### config.mk
export PLATFORM = sky130hd
export DESIGN_NAME = double_ended_queue_flat
export DESIGN_NICKNAME = d
export VERILOG_FILES = /design/src/sv/dq_pkg.sv /design/src/sv/dq_req_if.sv /design/src/sv/dq_rsp_if.sv /design/src/sv/dq_ram.sv /design/src/sv/dq_ctrl.sv /design/src/sv/double_ended_queue.sv /design/src/flat_wrapper.sv
export SDC_FILE = /design/constraint.sdc
export NUM_CORES = 1
export LEC_CHECK = 0
export BUFFER_PORTS_ARGS = -buffer_cell sky130_fd_sc_hd__buf_2
export CAP_MARGIN = 20
export CORE_ASPECT_RATIO = 1.4
export CORE_UTILIZATION = 40
export CTS_CLUSTER_DIAMETER = 100
export CTS_CLUSTER_SIZE = 25
export DETAILED_ROUTE_END_ITERATION = 6
export HOLD_SLACK_MARGIN = 0.02
export PLACE_DENSITY = 0.52
export SLEW_MARGIN = 20
export SYNTH_ARGS = -nofsm -noshare
export SYNTH_HDL_FRONTEND = slang
export SYNTH_SLANG_ARGS = --single-unit
### constraint.sdc
create_clock -name clk -period 11.6 [get_ports clk]
set_input_delay 0.58 -clock clk [delete_from_list [all_inputs] [get_ports clk]]
set_output_delay 0.58 -clock clk [all_outputs]
set_load 0.01 [all_outputs]
### src/sv/dq_pkg.sv
package dq_pkg;

  // Default geometry of the queue.
  localparam int DQ_DEPTH     = 16;
  localparam int DQ_ITEM_BITS = 32;

  // Widths of the channel fields.
  localparam int KIND_W    = 3;
  localparam int ITEM_W    = 32;
  localparam int STATUS_W  = 2;
  localparam int ENTRIES_W = 5;

  // Request codes.
  typedef enum logic [KIND_W-1:0] {
    KIND_PUSH_FRONT = 3'd0,
    KIND_PUSH_BACK  = 3'd1,
    KIND_POP_FRONT  = 3'd2,
    KIND_POP_BACK   = 3'd3,
    KIND_PEEK_FRONT = 3'd4,
    KIND_PEEK_BACK  = 3'd5
  } kind_t;

  // Result status codes.
  typedef enum logic [STATUS_W-1:0] {
    ST_DONE  = 2'd0,
    ST_EMPTY = 2'd1,
    ST_FULL  = 2'd2
  } status_t;

  // Request that has issued to the slot store; rd marks one that waits for its read data.
  typedef struct packed {
    logic                 valid;
    logic                 rd;
    status_t              status;
    logic [ENTRIES_W-1:0] entries;
  } issue_t;

endpackage

### src/sv/dq_req_if.sv
interface dq_req_if import dq_pkg::*; ();

  logic              valid;
  logic              ready;
  logic [KIND_W-1:0] kind;
  logic [ITEM_W-1:0] item;

  modport source (output valid, output kind, output item, input ready);
  modport sink (input valid, input kind, input item, output ready);

endinterface

### src/sv/dq_rsp_if.sv
interface dq_rsp_if import dq_pkg::*; ();

  logic                 valid;
  logic                 ready;
  logic [ITEM_W-1:0]    out_item;
  logic [STATUS_W-1:0]  status;
  logic [ENTRIES_W-1:0] entries;

  modport source (output valid, output out_item, output status, output entries, input ready);
  modport sink (input valid, input out_item, input status, input entries, output ready);

endinterface

### src/sv/dq_ram.sv
module dq_ram #(
  parameter int WIDTH = 32,
  parameter int DEPTH = 16
) (
  input  logic                     clk,
  input  logic                     we,
  input  logic [$clog2(DEPTH)-1:0] waddr,
  input  logic [WIDTH-1:0]         wdata,
  input  logic                     re,
  input  logic [$clog2(DEPTH)-1:0] raddr,
  output logic [WIDTH-1:0]         rdata
);

  logic [WIDTH-1:0] mem [DEPTH];

  // One write port and one registered read port; read data holds between reads.
  always_ff @(posedge clk) begin
    if (we) begin
      mem[waddr] <= wdata;
    end
    if (re) begin
      rdata <= mem[raddr];
    end
  end

endmodule

### src/sv/dq_ctrl.sv
module dq_ctrl import dq_pkg::*; #(
  parameter int DEPTH    = DQ_DEPTH,
  parameter int STORE_W  = DQ_ITEM_BITS,
  parameter int AW       = $clog2(DEPTH),
  parameter int CW       = $clog2(DEPTH + 1)
) (
  input  logic               clk,
  input  logic               rst_n,
  input  logic               in_valid,
  input  logic [KIND_W-1:0]  in_kind,
  input  logic [ITEM_W-1:0]  in_item,
  output logic               in_ready,
  input  logic               issue_take,
  output issue_t             issue,
  output logic               ram_we,
  output logic [AW-1:0]      ram_waddr,
  output logic [STORE_W-1:0] ram_wdata,
  output logic               ram_re,
  output logic [AW-1:0]      ram_raddr
);

  logic [AW-1:0]   front_r, front_nxt;
  logic [CW-1:0]   occ_r, occ_nxt;
  issue_t          issue_r, issue_nxt;
  logic            in_fire;
  logic            full, empty;
  logic [AW-1:0]   front_dec, front_inc;
  logic [AW-1:0]   back_off;
  logic [AW:0]     back_sum;
  logic [AW-1:0]   back_idx;
  logic [CW-1:0]   occ_m1;
  status_t         status;
  logic            rd;

  // A beat enters when the issue slot is empty or drains this cycle.
  assign in_ready = !issue_r.valid || issue_take;
  assign in_fire  = in_valid && in_ready;

  assign full   = (occ_r == CW'(DEPTH));
  assign empty  = (occ_r == '0);
  assign occ_m1 = occ_r - CW'(1);

  // Ring neighbors of the front slot.
  assign front_dec = (front_r == '0) ? AW'(DEPTH - 1) : front_r - AW'(1);
  assign front_inc = (front_r == AW'(DEPTH - 1)) ? '0 : front_r + AW'(1);

  // Back slot: the one past the last item for a push, the last item otherwise.
  assign back_off = (in_kind == KIND_PUSH_BACK) ? occ_r[AW-1:0] : occ_m1[AW-1:0];
  assign back_sum = {1'b0, front_r} + {1'b0, back_off};
  assign back_idx = (back_sum >= (AW+1)'(DEPTH)) ? AW'(back_sum - (AW+1)'(DEPTH))
                                                 : back_sum[AW-1:0];

  assign ram_wdata = in_item[STORE_W-1:0];

  // Decode one request into store accesses and pointer updates.
  always_comb begin
    front_nxt = front_r;
    occ_nxt   = occ_r;
    ram_we    = 1'b0;
    ram_waddr = front_dec;
    ram_re    = 1'b0;
    ram_raddr = front_r;
    status    = ST_DONE;
    rd        = 1'b0;
    if (in_fire) begin
      case (in_kind)
        KIND_PUSH_FRONT: begin
          if (full) begin
            status = ST_FULL;
          end else begin
            ram_we    = 1'b1;
            ram_waddr = front_dec;
            front_nxt = front_dec;
            occ_nxt   = occ_r + CW'(1);
          end
        end
        KIND_PUSH_BACK: begin
          if (full) begin
            status = ST_FULL;
          end else begin
            ram_we    = 1'b1;
            ram_waddr = back_idx;
            occ_nxt   = occ_r + CW'(1);
          end
        end
        KIND_POP_FRONT: begin
          if (empty) begin
            status = ST_EMPTY;
          end else begin
            ram_re    = 1'b1;
            rd        = 1'b1;
            ram_raddr = front_r;
            front_nxt = front_inc;
            occ_nxt   = occ_m1;
          end
        end
        KIND_POP_BACK: begin
          if (empty) begin
            status = ST_EMPTY;
          end else begin
            ram_re    = 1'b1;
            rd        = 1'b1;
            ram_raddr = back_idx;
            occ_nxt   = occ_m1;
          end
        end
        KIND_PEEK_FRONT: begin
          if (empty) begin
            status = ST_EMPTY;
          end else begin
            ram_re    = 1'b1;
            rd        = 1'b1;
            ram_raddr = front_r;
          end
        end
        KIND_PEEK_BACK: begin
          if (empty) begin
            status = ST_EMPTY;
          end else begin
            ram_re    = 1'b1;
            rd        = 1'b1;
            ram_raddr = back_idx;
          end
        end
        default: begin
          status = ST_DONE;
        end
      endcase
    end
  end

  // Issue slot contents for the next cycle.
  always_comb begin
    issue_nxt = issue_r;
    if (in_fire) begin
      issue_nxt.valid   = 1'b1;
      issue_nxt.rd      = rd;
      issue_nxt.status  = status;
      issue_nxt.entries = ENTRIES_W'(occ_nxt);
    end else if (issue_take) begin
      issue_nxt.valid = 1'b0;
    end
  end

  // Pointer, count and issue slot registers.
  always_ff @(posedge clk) begin
    if (!rst_n) begin
      front_r <= '0;
      occ_r   <= '0;
      issue_r <= '0;
    end else begin
      front_r <= front_nxt;
      occ_r   <= occ_nxt;
      issue_r <= issue_nxt;
    end
  end

  assign issue = issue_r;

  // The count never passes the store size.
  a_occ_bound: assert property (@(posedge clk) disable iff (!rst_n)
    occ_r <= CW'(DEPTH))
    else $error("occupancy above depth");

  // The front pointer stays inside the ring.
  a_front_bound: assert property (@(posedge clk) disable iff (!rst_n)
    front_r <= AW'(DEPTH - 1))
    else $error("front pointer outside ring");

  // A request reads or writes the store, never both.
  a_one_access: assert property (@(posedge clk) disable iff (!rst_n)
    !(ram_we && ram_re))
    else $error("read and write in one cycle");

  // A successful push grows the count by one.
  a_push_count: assert property (@(posedge clk) disable iff (!rst_n)
    (in_fire && !full && (in_kind == KIND_PUSH_FRONT || in_kind == KIND_PUSH_BACK))
    |=> occ_r == $past(occ_r) + CW'(1))
    else $error("push did not grow the count");

endmodule

### src/sv/double_ended_queue.sv
// Double-ended queue of item words held in a ring of DEPTH slots.
// Request channel in_req: kind selects push front/back, pop front/back or
// peek front/back; item is the word to push (kept to min(ITEM_BITS, ITEM_W) bits).
// Result channel out_rsp: one beat per request with the item popped or
// peeked (zero otherwise), a status (done, empty, full) and the number of
// entries held after the request.
// An accepted request passes the issue register, alongside the slot store's
// registered read, and then the result register before its result beat.
// Throughput is one request per cycle while the receiver does not stall; the
// slot store has one write and one read port, and a request does at most one
// access, so consecutive requests never collide on an entry.
// Reset empties the queue at once: front pointer and count go to zero and
// no result is pending. Slot contents are not cleared.
// When the receiver stalls, the result register holds its beat, the next
// request waits in the issue stage, and in_req.ready drops until the
// result register frees up.
module double_ended_queue import dq_pkg::*; #(
  parameter int DEPTH     = DQ_DEPTH,
  parameter int ITEM_BITS = DQ_ITEM_BITS
) (
  input logic      clk,
  input logic      rst_n,
  dq_req_if.sink   in_req,
  dq_rsp_if.source out_rsp
);

  localparam int AW      = $clog2(DEPTH);
  localparam int CW      = $clog2(DEPTH + 1);
  localparam int STORE_W = (ITEM_BITS < ITEM_W) ? ITEM_BITS : ITEM_W;

  issue_t               issue;
  logic                 issue_take;
  logic                 out_free;
  logic                 ram_we, ram_re;
  logic [AW-1:0]        ram_waddr, ram_raddr;
  logic [STORE_W-1:0]   ram_wdata, ram_rdata;
  logic                 out_valid_r, out_valid_nxt;
  logic [ITEM_W-1:0]    out_item_r, out_item_nxt;
  logic [STATUS_W-1:0]  out_status_r, out_status_nxt;
  logic [ENTRIES_W-1:0] out_entries_r, out_entries_nxt;

  dq_ctrl #(
    .DEPTH   (DEPTH),
    .STORE_W (STORE_W),
    .AW      (AW),
    .CW      (CW)
  ) u_ctrl (
    .clk        (clk),
    .rst_n      (rst_n),
    .in_valid   (in_req.valid),
    .in_kind    (in_req.kind),
    .in_item    (in_req.item),
    .in_ready   (in_req.ready),
    .issue_take (issue_take),
    .issue      (issue),
    .ram_we     (ram_we),
    .ram_waddr  (ram_waddr),
    .ram_wdata  (ram_wdata),
    .ram_re     (ram_re),
    .ram_raddr  (ram_raddr)
  );

  dq_ram #(
    .WIDTH (STORE_W),
    .DEPTH (DEPTH)
  ) u_slots (
    .clk   (clk),
    .we    (ram_we),
    .waddr (ram_waddr),
    .wdata (ram_wdata),
    .re    (ram_re),
    .raddr (ram_raddr),
    .rdata (ram_rdata)
  );

  // The result register takes the issued request when it is empty or draining.
  assign out_free   = !out_valid_r || out_rsp.ready;
  assign issue_take = issue.valid && out_free;

  always_comb begin
    out_valid_nxt   = out_valid_r;
    out_item_nxt    = out_item_r;
    out_status_nxt  = out_status_r;
    out_entries_nxt = out_entries_r;
    if (issue_take) begin
      out_valid_nxt   = 1'b1;
      out_item_nxt    = issue.rd ? ITEM_W'(ram_rdata) : '0;
      out_status_nxt  = issue.status;
      out_entries_nxt = issue.entries;
    end else if (out_rsp.ready) begin
      out_valid_nxt = 1'b0;
    end
  end

  always_ff @(posedge clk) begin
    if (!rst_n) begin
      out_valid_r <= 1'b0;
    end else begin
      out_valid_r <= out_valid_nxt;
    end
  end

  always_ff @(posedge clk) begin
    out_item_r    <= out_item_nxt;
    out_status_r  <= out_status_nxt;
    out_entries_r <= out_entries_nxt;
  end

  assign out_rsp.valid    = out_valid_r;
  assign out_rsp.out_item = out_item_r;
  assign out_rsp.status   = out_status_r;
  assign out_rsp.entries  = out_entries_r;

  // A request that reads the store always reports done.
  a_rd_done: assert property (@(posedge clk) disable iff (!rst_n)
    (issue.valid && issue.rd) |-> issue.status == ST_DONE)
    else $error("read request with error status");

  // An error result carries no item.
  a_err_zero: assert property (@(posedge clk) disable iff (!rst_n)
    (out_valid_r && out_status_r != ST_DONE) |-> out_item_r == '0)
    else $error("error result with item");

endmodule
### src/flat_wrapper.sv
// flat-port wrapper written by rule: the top's interface ports become plain ports
module double_ended_queue_flat import dq_pkg::*;
#(
  parameter int DEPTH     = DQ_DEPTH,
  parameter int ITEM_BITS = DQ_ITEM_BITS
)
  (clk, rst_n, in_req_valid, in_req_kind, in_req_item, in_req_ready, out_rsp_valid, out_rsp_out_item, out_rsp_status, out_rsp_entries, out_rsp_ready);
  dq_req_if in_req_i ();
  dq_rsp_if out_rsp_i ();
  input logic clk;
  input logic rst_n;
  input wire logic [$bits(in_req_i.valid)-1:0] in_req_valid;
  input wire logic [$bits(in_req_i.kind)-1:0] in_req_kind;
  input wire logic [$bits(in_req_i.item)-1:0] in_req_item;
  output wire logic [$bits(in_req_i.ready)-1:0] in_req_ready;
  output wire logic [$bits(out_rsp_i.valid)-1:0] out_rsp_valid;
  output wire logic [$bits(out_rsp_i.out_item)-1:0] out_rsp_out_item;
  output wire logic [$bits(out_rsp_i.status)-1:0] out_rsp_status;
  output wire logic [$bits(out_rsp_i.entries)-1:0] out_rsp_entries;
  input wire logic [$bits(out_rsp_i.ready)-1:0] out_rsp_ready;
  assign in_req_i.valid = in_req_valid;
  assign in_req_i.kind = in_req_kind;
  assign in_req_i.item = in_req_item;
  assign in_req_ready = in_req_i.ready;
  assign out_rsp_valid = out_rsp_i.valid;
  assign out_rsp_out_item = out_rsp_i.out_item;
  assign out_rsp_status = out_rsp_i.status;
  assign out_rsp_entries = out_rsp_i.entries;
  assign out_rsp_i.ready = out_rsp_ready;
  double_ended_queue #(.DEPTH(DEPTH), .ITEM_BITS(ITEM_BITS)) u_core (.clk(clk), .rst_n(rst_n), .in_req(in_req_i), .out_rsp(out_rsp_i));
endmodule
==> results of run 1 <==
-- routing by layer --
metal / vias up / part of all wire, % / routed length [um] / GRT usage [%]
li1: 6929 / - / - / -
met1: 8390 / 40 / 29500 / 27.6
met2: 498 / 53 / 39200 / 41.2
met3: 117 / 4.2 / 3090 / 1.62
met4: 0 / 3.1 / 2260 / 7.65
met5: - / 0 / 0 / 0
-- Yosys cell counts, types with 18 or more instances --
master,instances
nor2b_1,31
a221oi_1,26
dfxtp_1,19
o221ai_1,18
inv_1,35
nand2_1,191
a21oi_1,115
a211oi_1,47
clkbuf_1,81
o21ai_0,38
a22o_1,34
a32oi_1,23
mux2_2,28
a21boi_0,28
mux4_2,64
nand3_1,54
edfxtp_1,583
buf_2,35
nor2_1,49
o22ai_1,33
and2_1,43
mux2i_1,60
-- registers in the layout, indices dropped and copies added (netlist names) --
signal	cells
u_core.out_rsp.out_item	32
u_core.out_rsp.valid	1
u_core.u_ctrl.front_r	4
u_core.u_ctrl.issue	9
u_core.u_slots.rdata	32
u_core.u_slots.mem	512
u_core.u_ctrl.occ_r	5
u_core.out_rsp.entries	5
u_core.out_rsp.status	2
-- layout make-up --
class | instances | area, um^2 | share of cell area [%]
diodes | 2 | 5.00 | 0.0177
multi-input cells | 1000 | 7620 | 27.0
well taps | 840 | 1050 | 3.72
clock buffers | 40 | 767 | 2.72
inverters | 35 | 131 | 0.465
clock inverters | 1 | 30.0 | 0.106
repair buffers | 124 | 733 | 2.60
flip-flops and latches | 602 | 17900 | 63.4
-- stage by stage --
step	utilization, %	cells
final	43.9	2644
after global routing	43.9	2644
after CTS	43.9	2642
after detailed placement	42.7	2601
after global placement	42.7	2601
after floorplan	-	1766
-- worst max-delay path, delay by kind of cell (launching register included) --
kind / cells / cell delay (ns)
compound gates: 4 / 1.07
xor+xnor: 1 / 0.16
fa+ha+maj: 2 / 0.78
buf+inv: 4 / 1.48
flops: 1 / 0.51
mux: 1 / 0.17
simple gates: 2 / 0.23
-- worst max path at each step --
stage                                           start                                    to  slack (ns)  depth (start not counted)
CTS                 u_core.u_ctrl.occ_r[0]$_SDFF_PN0_    u_core.u_slots.rdata[30]$_DFFE_PP_        6.90                         14
global route        u_core.u_ctrl.occ_r[0]$_SDFF_PN0_    u_core.u_slots.rdata[30]$_DFFE_PP_        6.69                         14
floorplan                              in_req_kind[1]   u_core.u_slots.mem[11][0]$_DFFE_PP_        6.85                         11
global placement                       in_req_kind[1]  u_core.u_slots.mem[15][12]$_DFFE_PP_        6.68                         12
finish              u_core.u_ctrl.occ_r[0]$_SDFF_PN0_    u_core.u_slots.rdata[30]$_DFFE_PP_        6.99                         14
detailed placement                     in_req_kind[1]    u_core.u_slots.rdata[30]$_DFFE_PP_        6.59                         14
-- power by group --
part | switching (uW) | leakage, uW | internal, uW
Combinational | 342 | 0.00330 | 188
Sequential | 16.4 | 0.00544 | 2410
Clock | 674 | 0.000382 | 466
-- logic make-up after synthesis --
group           count (synthesis)
xor+xnor                       10
flops                         602
compound gates                413
buf+inv                       164
fa+ha+maj                      10
simple gates                  412
mux                           155
==> run metrics, run 1 <==
outcome complete, no violations; Clock Latency Late Sink just over 0.6 ns; initial antenna violation count 4; placed instance area between 20,000 and 30,000 um^2; die area roughly 66,000 um^2; mux contribution to synthesized area 9.27%; adder-cell share of the synthesized area less than 1%; HP Class in -> reg; min Tclk post-route around 4.6 ns; hold_sp in_req_valid; r2r startpoint u_core.u_ctrl.occ_r[0]$_SDFF_PN0_; synthesis-to-layout area growth 8.75%; CP required 12.04 ns; DIE WIDTH around 220 um; synth warn 0; Initial Util 40.4%; row count 110; Rel. slew slack 26.0%; cell area after synthesis 26,000 um^2; gr ovfl total 0; cts bufs inserted 28; largest net degree at the start of global routing 76; post-route ant nets 0; Synth top area share between 60% and 70%; clock root buffer clkbuf_16; cell count of the worst reg-to-reg path 14; Crit path largest cell delay around 0.75 ns; worst hold slack 0.322 ns; Yosys reg bits between 600 and 700; PortBufs 79; Synth area leaders edfxtp_1 (67%), mux4_2 (5.6%), nand2_1 (2.8%), mux2i_1 (2.3%), a21oi_1 (2.2%); IO Pins 80; Reg2Reg Setup Slack 6.99 ns; drt first-iter violations ~1,400; fill count between 5,000 and 6,000; most frequent cells in the layout edfxtp_1 (583), nand2_1 (190), a21oi_1 (113), buf_2 (79), mux4_2 (64); Placer Congestion 0.789; Setup WS pre-CTS between 6 and 7 ns; post-layout power about 4000 uW; syn avg cell area around 15 um^2; slowest CP cell buf_4; crit path DAT ~5 ns; largest family of logic cells by synthesized area compound AO/OA/AOI/OAI gates; commonest non-fill, non-tap cell in the layout edfxtp_1; H-Tree Level Count 1; Post-synth EDFFs around 580; WL/cell 28.0 um; WS Path Type reg -> reg; maxcap violations 0; syn nets between 1,500 and 2,000; CTS tree yes; Fin Setup TNS 0 ns; via count approximately 16,000; RSZ-0062 raised after global routing no; DP HPWL between 30 and 40 mm; Setup WS post-layout roughly 7.0 ns; ys flop type edfxtp_1; Worst Skew 0.0311 ns; Post-Synth Simple-Gate Area between 7 and 8%; first-pass GRT wire length about 110 mm; Nets ~1,800; compound-cell area share of the yosys netlist a little over a tenth; biggest area consumer among synthesized cells edfxtp_1; worst slew pin tran around 1.1 ns; P_leak just over 0.009 uW; # clock sinks 602; Clock Pin Slew Worst Setup and Hold Paths roughly 0.1 ns; period utilization between 30% and 40%; gr usage total between 20% and 30%; Async SR Flop Fraction 0%; core area ~64,000 um^2; CP cell instances inv_1 -> ha_1 -> nand2_1 -> a21boi_0 -> inv_1 -> fa_1 -> xnor2_2 -> buf_4 -> nor2_1 -> mux2i_4 -> buf_4 -> a21oi_1 -> a2111o_1 -> o32ai_2; Via density 6.03; final hold violation count 0; layout cells sized above 1 between 10% and 20%; number of iterations in the first detailed-routing pass 5; post_cts resized 0; RR Endpoint u_core.u_slots.rdata[30]$_DFFE_PP_; register area share after synthesis between 60% and 70%; peak supply drop 0.0965 mV; vias in the first global route 16,044; Crit. End Element flip-flop; Setup Viol. Count Final 0; library cells used by synthesis just over 60; PD cells 145 nW/um^2; Mapped Cells 1,766; Max Clock Freq about 220 MHz; WHS Path Cells 3; Post-CTS Setup Inserts 0; Max Fanout on Critical Path 36; XOR/XNOR Fraction of Synth Area less than 1%; post-route design area roughly 28,000 um^2; crit start category flip-flop; die height slightly above 300 um; Slew Limit Fails 0; end point of the worst hold path u_core.u_ctrl.issue[8]$_SDFFE_PN0P_; Longest Clk Path Bufs 3; final wirelength approximately 74 mm; DRC 0; # hold bufs at CTS 0
(Power assumes the default switching activity.)
==> inputs of run 2 (changes only) <==
PLACE_DENSITY = 0.54   (was 0.52)
clock period = 3.8 ns   (was 11.6 ns; I/O delays follow)
==> run 2 against run 1 <==
Effect of this change:
- count of clock-buffer cells in the layout stayed put
- first-iteration DRC count is 5.2% higher
- final cell count is 3.2% higher
- wire length is 1.5% higher
- die area stayed put
- hold slack worse by 0.29 ns
- critical path depth is 1 lower
- critical endpoint is now u_core.u_slots.rdata[8]$_DFFE_PP_
==> run metrics, run 2 (same netlist as run 1, synthesis figures left out) <==
Highest Signal Layer met4; Worst Skew 0.0533 ns (+0.0222 ns); Fin Setup TNS 0 ns (unchanged); layout cells sized above 1 18.1% (+2.0 points); PD cells 431 nW/um^2 (+200%); largest net degree at the start of global routing 102 (+34%); Setup WS post-layout 0.209 ns (-6.79 ns); IO Pins 80 (unchanged); Worst path top cell family by delay adder cells; cell count of the worst reg-to-reg path 13 (-1); peak supply drop 0.313 mV (+220%); Via density 5.95 (-1.3%); die area 65,900 um^2 (unchanged); WL/cell 27.6 um (-1.6%); final wirelength 75.2 mm (+1.5%); crit start category flip-flop; number of iterations in the first detailed-routing pass 6 (+1); Max Fanout on Critical Path 15 (-58%); DP Cell Count 2,653 (+2.0%); most frequent cells in the layout edfxtp_1 (583), nand2_1 (191), a21oi_1 (113), buf_2 (79), mux4_2 (64); via count 16,235 (+1.9%); Clock Latency Late Sink 0.62 ns (about the same); P_leak 0.00967 uW (+6.0%); # clock sinks 602 (unchanged); worst slew pin tran 0.968 ns (-0.142 ns); CP cell instances inv_1 -> ha_1 -> nand2_1 -> a21boi_1 -> inv_1 -> fa_1 -> xnor2_2 -> buf_12 -> buf_12 -> mux4_2 -> o32a_1 -> o221ai_1 -> o22ai_1; cts bufs inserted 28 (unchanged); CTS tree yes; slowest CP cell mux4_2; Nets 1,927 (+4.7%); gr ovfl total 0 (unchanged); DP HPWL 45.0 mm (+14%); hold_sp in_req_item[18]; core area 64,300 um^2 (unchanged); die height 303 um (unchanged); commonest non-fill, non-tap cell in the layout edfxtp_1; post-route design area 29,500 um^2 (+4.3%); initial antenna violation count 1 (-3); r2r startpoint u_core.u_ctrl.occ_r[1]$_SDFF_PN0_; max reg flops 512 (unchanged); Placer Congestion 0.782 (-0.79%); FF/Latch Area 17,900 um^2 (unchanged); Crit. End Element flip-flop; DRC 0 (unchanged); DIE WIDTH 217 um (unchanged); synthesis-to-layout area growth 13.5%; Antenna diodes 0 (-2); placed instance area 28,300 um^2 (+3.2%); first-pass GRT wire length 109 mm (+1.9%); final hold violation count 0 (unchanged); Routed met3 length 3.58 mm (+16%); crit path DAT 3.92 ns (-1.13 ns); Longest Clk Path Bufs 3 (unchanged); Rel. slew slack 35.2% (+9.2 points); Setup crit end u_core.u_slots.rdata[8]$_DFFE_PP_; gr usage total 22.8% (+0.40 points); row count 110 (unchanged); Setup WS pre-CTS 0.156 ns (-6.43 ns); drt first-iter violations 1,469 (+5.2%); routed length on met2 38.9 mm (-0.83%); Crit path buffers/inverters 4 (unchanged); period utilization 94.5% (+55 points); WS Path Type reg -> reg; Setup Viol. Count Final 0 (unchanged); Largest Register u_core.u_slots.mem; WL met1 30.3 mm (+2.8%); H-Tree Level Count 1 (unchanged); Initial Util 40.4% (unchanged); Reg2Reg Setup Slack 0.21 ns (-6.79 ns); footprint of the multi-input gates 7620 um^2 (about the same); Crit path largest cell delay 0.52 ns (-0.23 ns); RR Endpoint u_core.u_slots.rdata[8]$_DFFE_PP_; RSZ-0062 raised after global routing no; Worst path depth 13 (-1); Post-CTS Setup Inserts 0 (unchanged); clock root buffer clkbuf_16; min Tclk post-route 3.59 ns (-1.01 ns); PortBufs 79 (unchanged); Max Clock Freq 279 MHz (+28%); Clock Pin Slew Worst Setup and Hold Paths 0.10 ns (about the same); CP required 4.13 ns (-7.91 ns); post-route ant nets 0 (unchanged); fill count 5,605 (-2.2%); HP Class in -> reg; Slew Limit Fails 0 (unchanged); outcome complete, no violations; maxcap violations 0 (unchanged); vias in the first global route 16,364 (+2.0%); final non-filler cell total 2,729 (+3.2%); crit path from u_core.u_ctrl.occ_r[1]$_SDFF_PN0_
==> run 2: cell types whose count changed in the layout (fill, tap and decap cells not counted), sizes merged <==
| cell | previous run | this run |
|---|---|---|
| buf | 124 | 176 |
| diode | 2 | 0 |
| dlygate4sd3 | 0 | 35 |
==> run 2: final cells by class <==
class | count | area share, %
flip-flops and latches | 602 | 60.8
multi-input cells | 1000 | 25.9
repair buffers | 211 | 6.66
well taps | 840 | 3.57
clock buffers | 40 | 2.60
inverters | 35 | 0.446
clock inverters | 1 | 0.102
==> run 2: timing repair <==
item / in CTS / in global routing
hold buffers: 35 / 0
endpoints found under the hold margin: 492 / 0
setup endpoints to repair: 0 / 5
resized for setup: 0 / 1
==> run 2: metal layers <==
layer  track usage (%)  vias up
li1                  -     7107
met1              28.6     8435
met2              40.9      568
met3              2.15      125
met4              7.98        0
met5                 0        -
==> run 2: how the worst min path moves through the flow <==
stage,to,slack [ns],cells after the start
detailed placement,u_core.out_rsp.entries[1]$_DFFE_PP_,0.42,0
CTS,u_core.u_slots.mem[9][18]$_DFFE_PP_,0.02,1
floorplan,u_core.u_slots.mem[0][0]$_DFFE_PP_,0.29,0
global placement,u_core.out_rsp.entries[4]$_DFFE_PP_,0.42,0
finish,u_core.u_slots.mem[9][18]$_DFFE_PP_,0.03,1
global route,u_core.u_slots.mem[9][18]$_DFFE_PP_,0.03,1
==> run 2: power by group <==
| part | switching [uW] | internal [uW] | total [uW] |
|---|---|---|---|
| clock | 2040 | 1420 | 3460 |
| combinational | 1110 | 721 | 1830 |
| sequential | 38.8 | 7370 | 7410 |
| total | 3190 | 9510 | 12700 |
==> run 2: stage by stage <==
step	utilization [%]	total power [uW]	hold slack (ns)
final	45.8	12700	0.0295
after global routing	45.8	13100	0.0257
after CTS	45.8	12800	0.0236
after detailed placement	44.0	9370	0.423
after global placement	44.0	9340	0.420
after floorplan	-	8590	0.289
==> inputs of run 3 (changes only) <==
BUFFER_PORTS_ARGS = -buffer_cell sky130_fd_sc_hd__buf_4   (was -buffer_cell sky130_fd_sc_hd__buf_2)
SKIP_CTS_REPAIR_TIMING = 1   (was unset)
==> run 3 against run 2 <==
Effect of this change:
- critical path depth decreased by 1
- sequential power about the same
- cell area increased by 0.75%
- global-route usage decreased by 1.0 points
- worst setup slack improved by 0.0030 ns
- register-to-register slack about the same
- critical endpoint is now u_core.u_slots.mem[13][20]$_DFFE_PP_
==> run metrics, run 3 (same netlist as run 1, synthesis figures left out) <==
outcome complete, no violations; layout cells sized above 1 18.3% (+0.27 points); synthesis-to-layout area growth 14.3%; DP Cell Count 2,658 (+0.19%); Antenna diodes 0 (unchanged); # clock sinks 602 (unchanged); WL/cell 26.3 um (-4.7%); period utilization 94.4% (about the same); PD cells 428 nW/um^2 (-0.73%); IO Pins 80 (unchanged); DP HPWL 43.4 mm (-3.6%); Layout Utilization 46.2% (+0.34 points); post-layout power 12,700 uW (about the same); Longest Clk Path Bufs 3 (unchanged); DIE WIDTH 217 um (unchanged); number of iterations in the first detailed-routing pass 5 (-1); WS Path Type reg -> reg; Initial Util 40.4% (unchanged); CP cell instances inv_1 -> ha_1 -> nand2_1 -> a21boi_0 -> inv_1 -> fa_2 -> mux2i_1 -> nor3_1 -> buf_4 -> nand2_1 -> nor2_4 -> buf_4; largest net degree at the start of global routing 97 (-4.9%); initial antenna violation count 1 (unchanged); Clock Pin Slew Worst Setup and Hold Paths 0.10 ns (about the same); Reg2Reg Setup Slack 0.21 ns (about the same); Rel. slew slack 20.4% (-15 points); CTS tree yes; cell count of the worst reg-to-reg path 12 (-1); final wirelength 71.8 mm (-4.6%); DRC 0 (unchanged); hold_sp in_req_kind[1]; cts bufs inserted 28 (unchanged); Crit. End Element flip-flop; CP required 4.09 ns (-0.04 ns); die height 303 um (unchanged); first-pass GRT wire length 106 mm (-3.4%); r2r startpoint u_core.u_ctrl.occ_r[1]$_SDFF_PN0_; RSZ-0062 raised after global routing no; crit start category flip-flop; min Tclk post-route 3.59 ns (-0.00305 ns); maxcap violations 0 (unchanged); crit path DAT 3.88 ns (-0.04 ns); die area 65,900 um^2 (unchanged); post-route design area 29,700 um^2 (+0.75%); core area 64,300 um^2 (unchanged); Via density 5.87 (-1.3%); most frequent cells in the layout edfxtp_1 (583), nand2_1 (191), buf_4 (143), a21oi_1 (113), mux4_2 (64); Largest Register u_core.u_slots.mem; commonest non-fill, non-tap cell in the layout edfxtp_1; Setup Viol. Count Final 0 (unchanged); slowest CP cell fa_2; via count 16,047 (-1.2%); WHS Path Cells 3 (+2); placed instance area 28,500 um^2 (+0.74%); Placer Congestion 0.798 (+1.9%); post-route ant nets 0 (unchanged); Nets 1,932 (+0.26%); P_leak 0.00975 uW (+0.86%); gr ovfl total 0 (unchanged); Worst Skew 0.0259 ns (-0.0274 ns); gr usage total 21.8% (-1.0 points); Slew Limit Fails 0 (unchanged); end point of the worst hold path u_core.u_ctrl.occ_r[4]$_SDFF_PN0_; Crit path largest cell delay 0.68 ns (+0.16 ns); Max Clock Freq 279 MHz (about the same); PortBufs 79 (unchanged); peak supply drop 0.290 mV (-7.4%); max reg flops 512 (unchanged); HP Class in -> reg; Max Fanout on Critical Path 13 (-2); clock root buffer clkbuf_16; RR Endpoint u_core.u_slots.mem[13][20]$_DFFE_PP_; Clock Latency Late Sink 0.61 ns (about the same); final hold violation count 0 (unchanged); final non-filler cell total 2,734 (+0.18%); row count 110 (unchanged); vias in the first global route 16,163 (-1.2%); worst slew pin tran 1.19 ns (+0.221 ns); H-Tree Level Count 1 (unchanged); drt first-iter violations 1,320 (-10%)
run 3: cell types whose count changed in the layout (fill, tap and decap cells not counted):
cell      previous run  this run
fa_2                 0         1
buf_6                0         1
buf_12              39        37
a21boi_0            27        28
mux2_2              28        27
buf_2               79         0
fa_1                 1         0
a21boi_1             1         0
mux2_4               0         1
buf_4               58       143
run 3: cell type report:
cell class	instances	area, um^2
Inverter	35	131
Multi-Input combinational cell	1000	7620
Timing Repair Buffer	216	2180
Clock buffer	40	767
Sequential cell	602	17900
Fill cell	5567	34600
Clock inverter	1	30.0
Tap cell	840	1050
run 3: power by group:
part,total (uW),switching [uW],internal [uW]
Combinational,1830,1080,741
Clock,3470,2050,1420
Sequential,7400,34.1,7370
Total,12700,3170,9530
run 3: stage by stage:
stage	hold slack [ns]	setup TNS (ns)	setup WS, ns
final	0.0180	0	0.212
after global routing	0.0357	0	0.0245
after CTS	-0.139	0	0.116
after detailed placement	0.419	0	0.153
after global placement	0.417	0	0.143
after floorplan	0.289	-99.11	-0.494
run 3: layer usage:
layer | GRT usage (%) | vias to the layer above | part of all wire, %
li1 | - | 7124 | -
met4 | 7.43 | 0 | 3.0
met3 | 2.04 | 109 | 4.7
met2 | 39.3 | 480 | 52
met1 | 27.3 | 8334 | 40
met5 | 0 | - | 0
run 3: worst max-delay path by stage:
stage / from / to / slack, ns
floorplan: u_core.u_ctrl.occ_r[0]$_SDFF_PN0_ / u_core.u_slots.mem[10][0]$_DFFE_PP_ / -0.49
global placement: u_core.u_ctrl.occ_r[1]$_SDFF_PN0_ / u_core.u_slots.mem[11][17]$_DFFE_PP_ / 0.14
detailed placement: u_core.u_ctrl.occ_r[1]$_SDFF_PN0_ / u_core.u_slots.mem[11][15]$_DFFE_PP_ / 0.15
CTS: u_core.u_ctrl.occ_r[1]$_SDFF_PN0_ / u_core.u_slots.rdata[10]$_DFFE_PP_ / 0.12
global route: u_core.u_ctrl.occ_r[1]$_SDFF_PN0_ / u_core.u_slots.mem[13][27]$_DFFE_PP_ / 0.02
finish: u_core.u_ctrl.occ_r[1]$_SDFF_PN0_ / u_core.u_slots.mem[13][20]$_DFFE_PP_ / 0.21
run 3: worst max-delay path: cells and delay by family, from the launching register on:
| kind | cells | cell delay (ns) |
|---|---|---|
| fa+ha+maj | 2 | 0.99 |
| buf+inv | 4 | 0.75 |
| simple gates | 4 | 0.70 |
| flops | 1 | 0.40 |
| compound gates | 1 | 0.29 |
| mux | 1 | 0.14 |
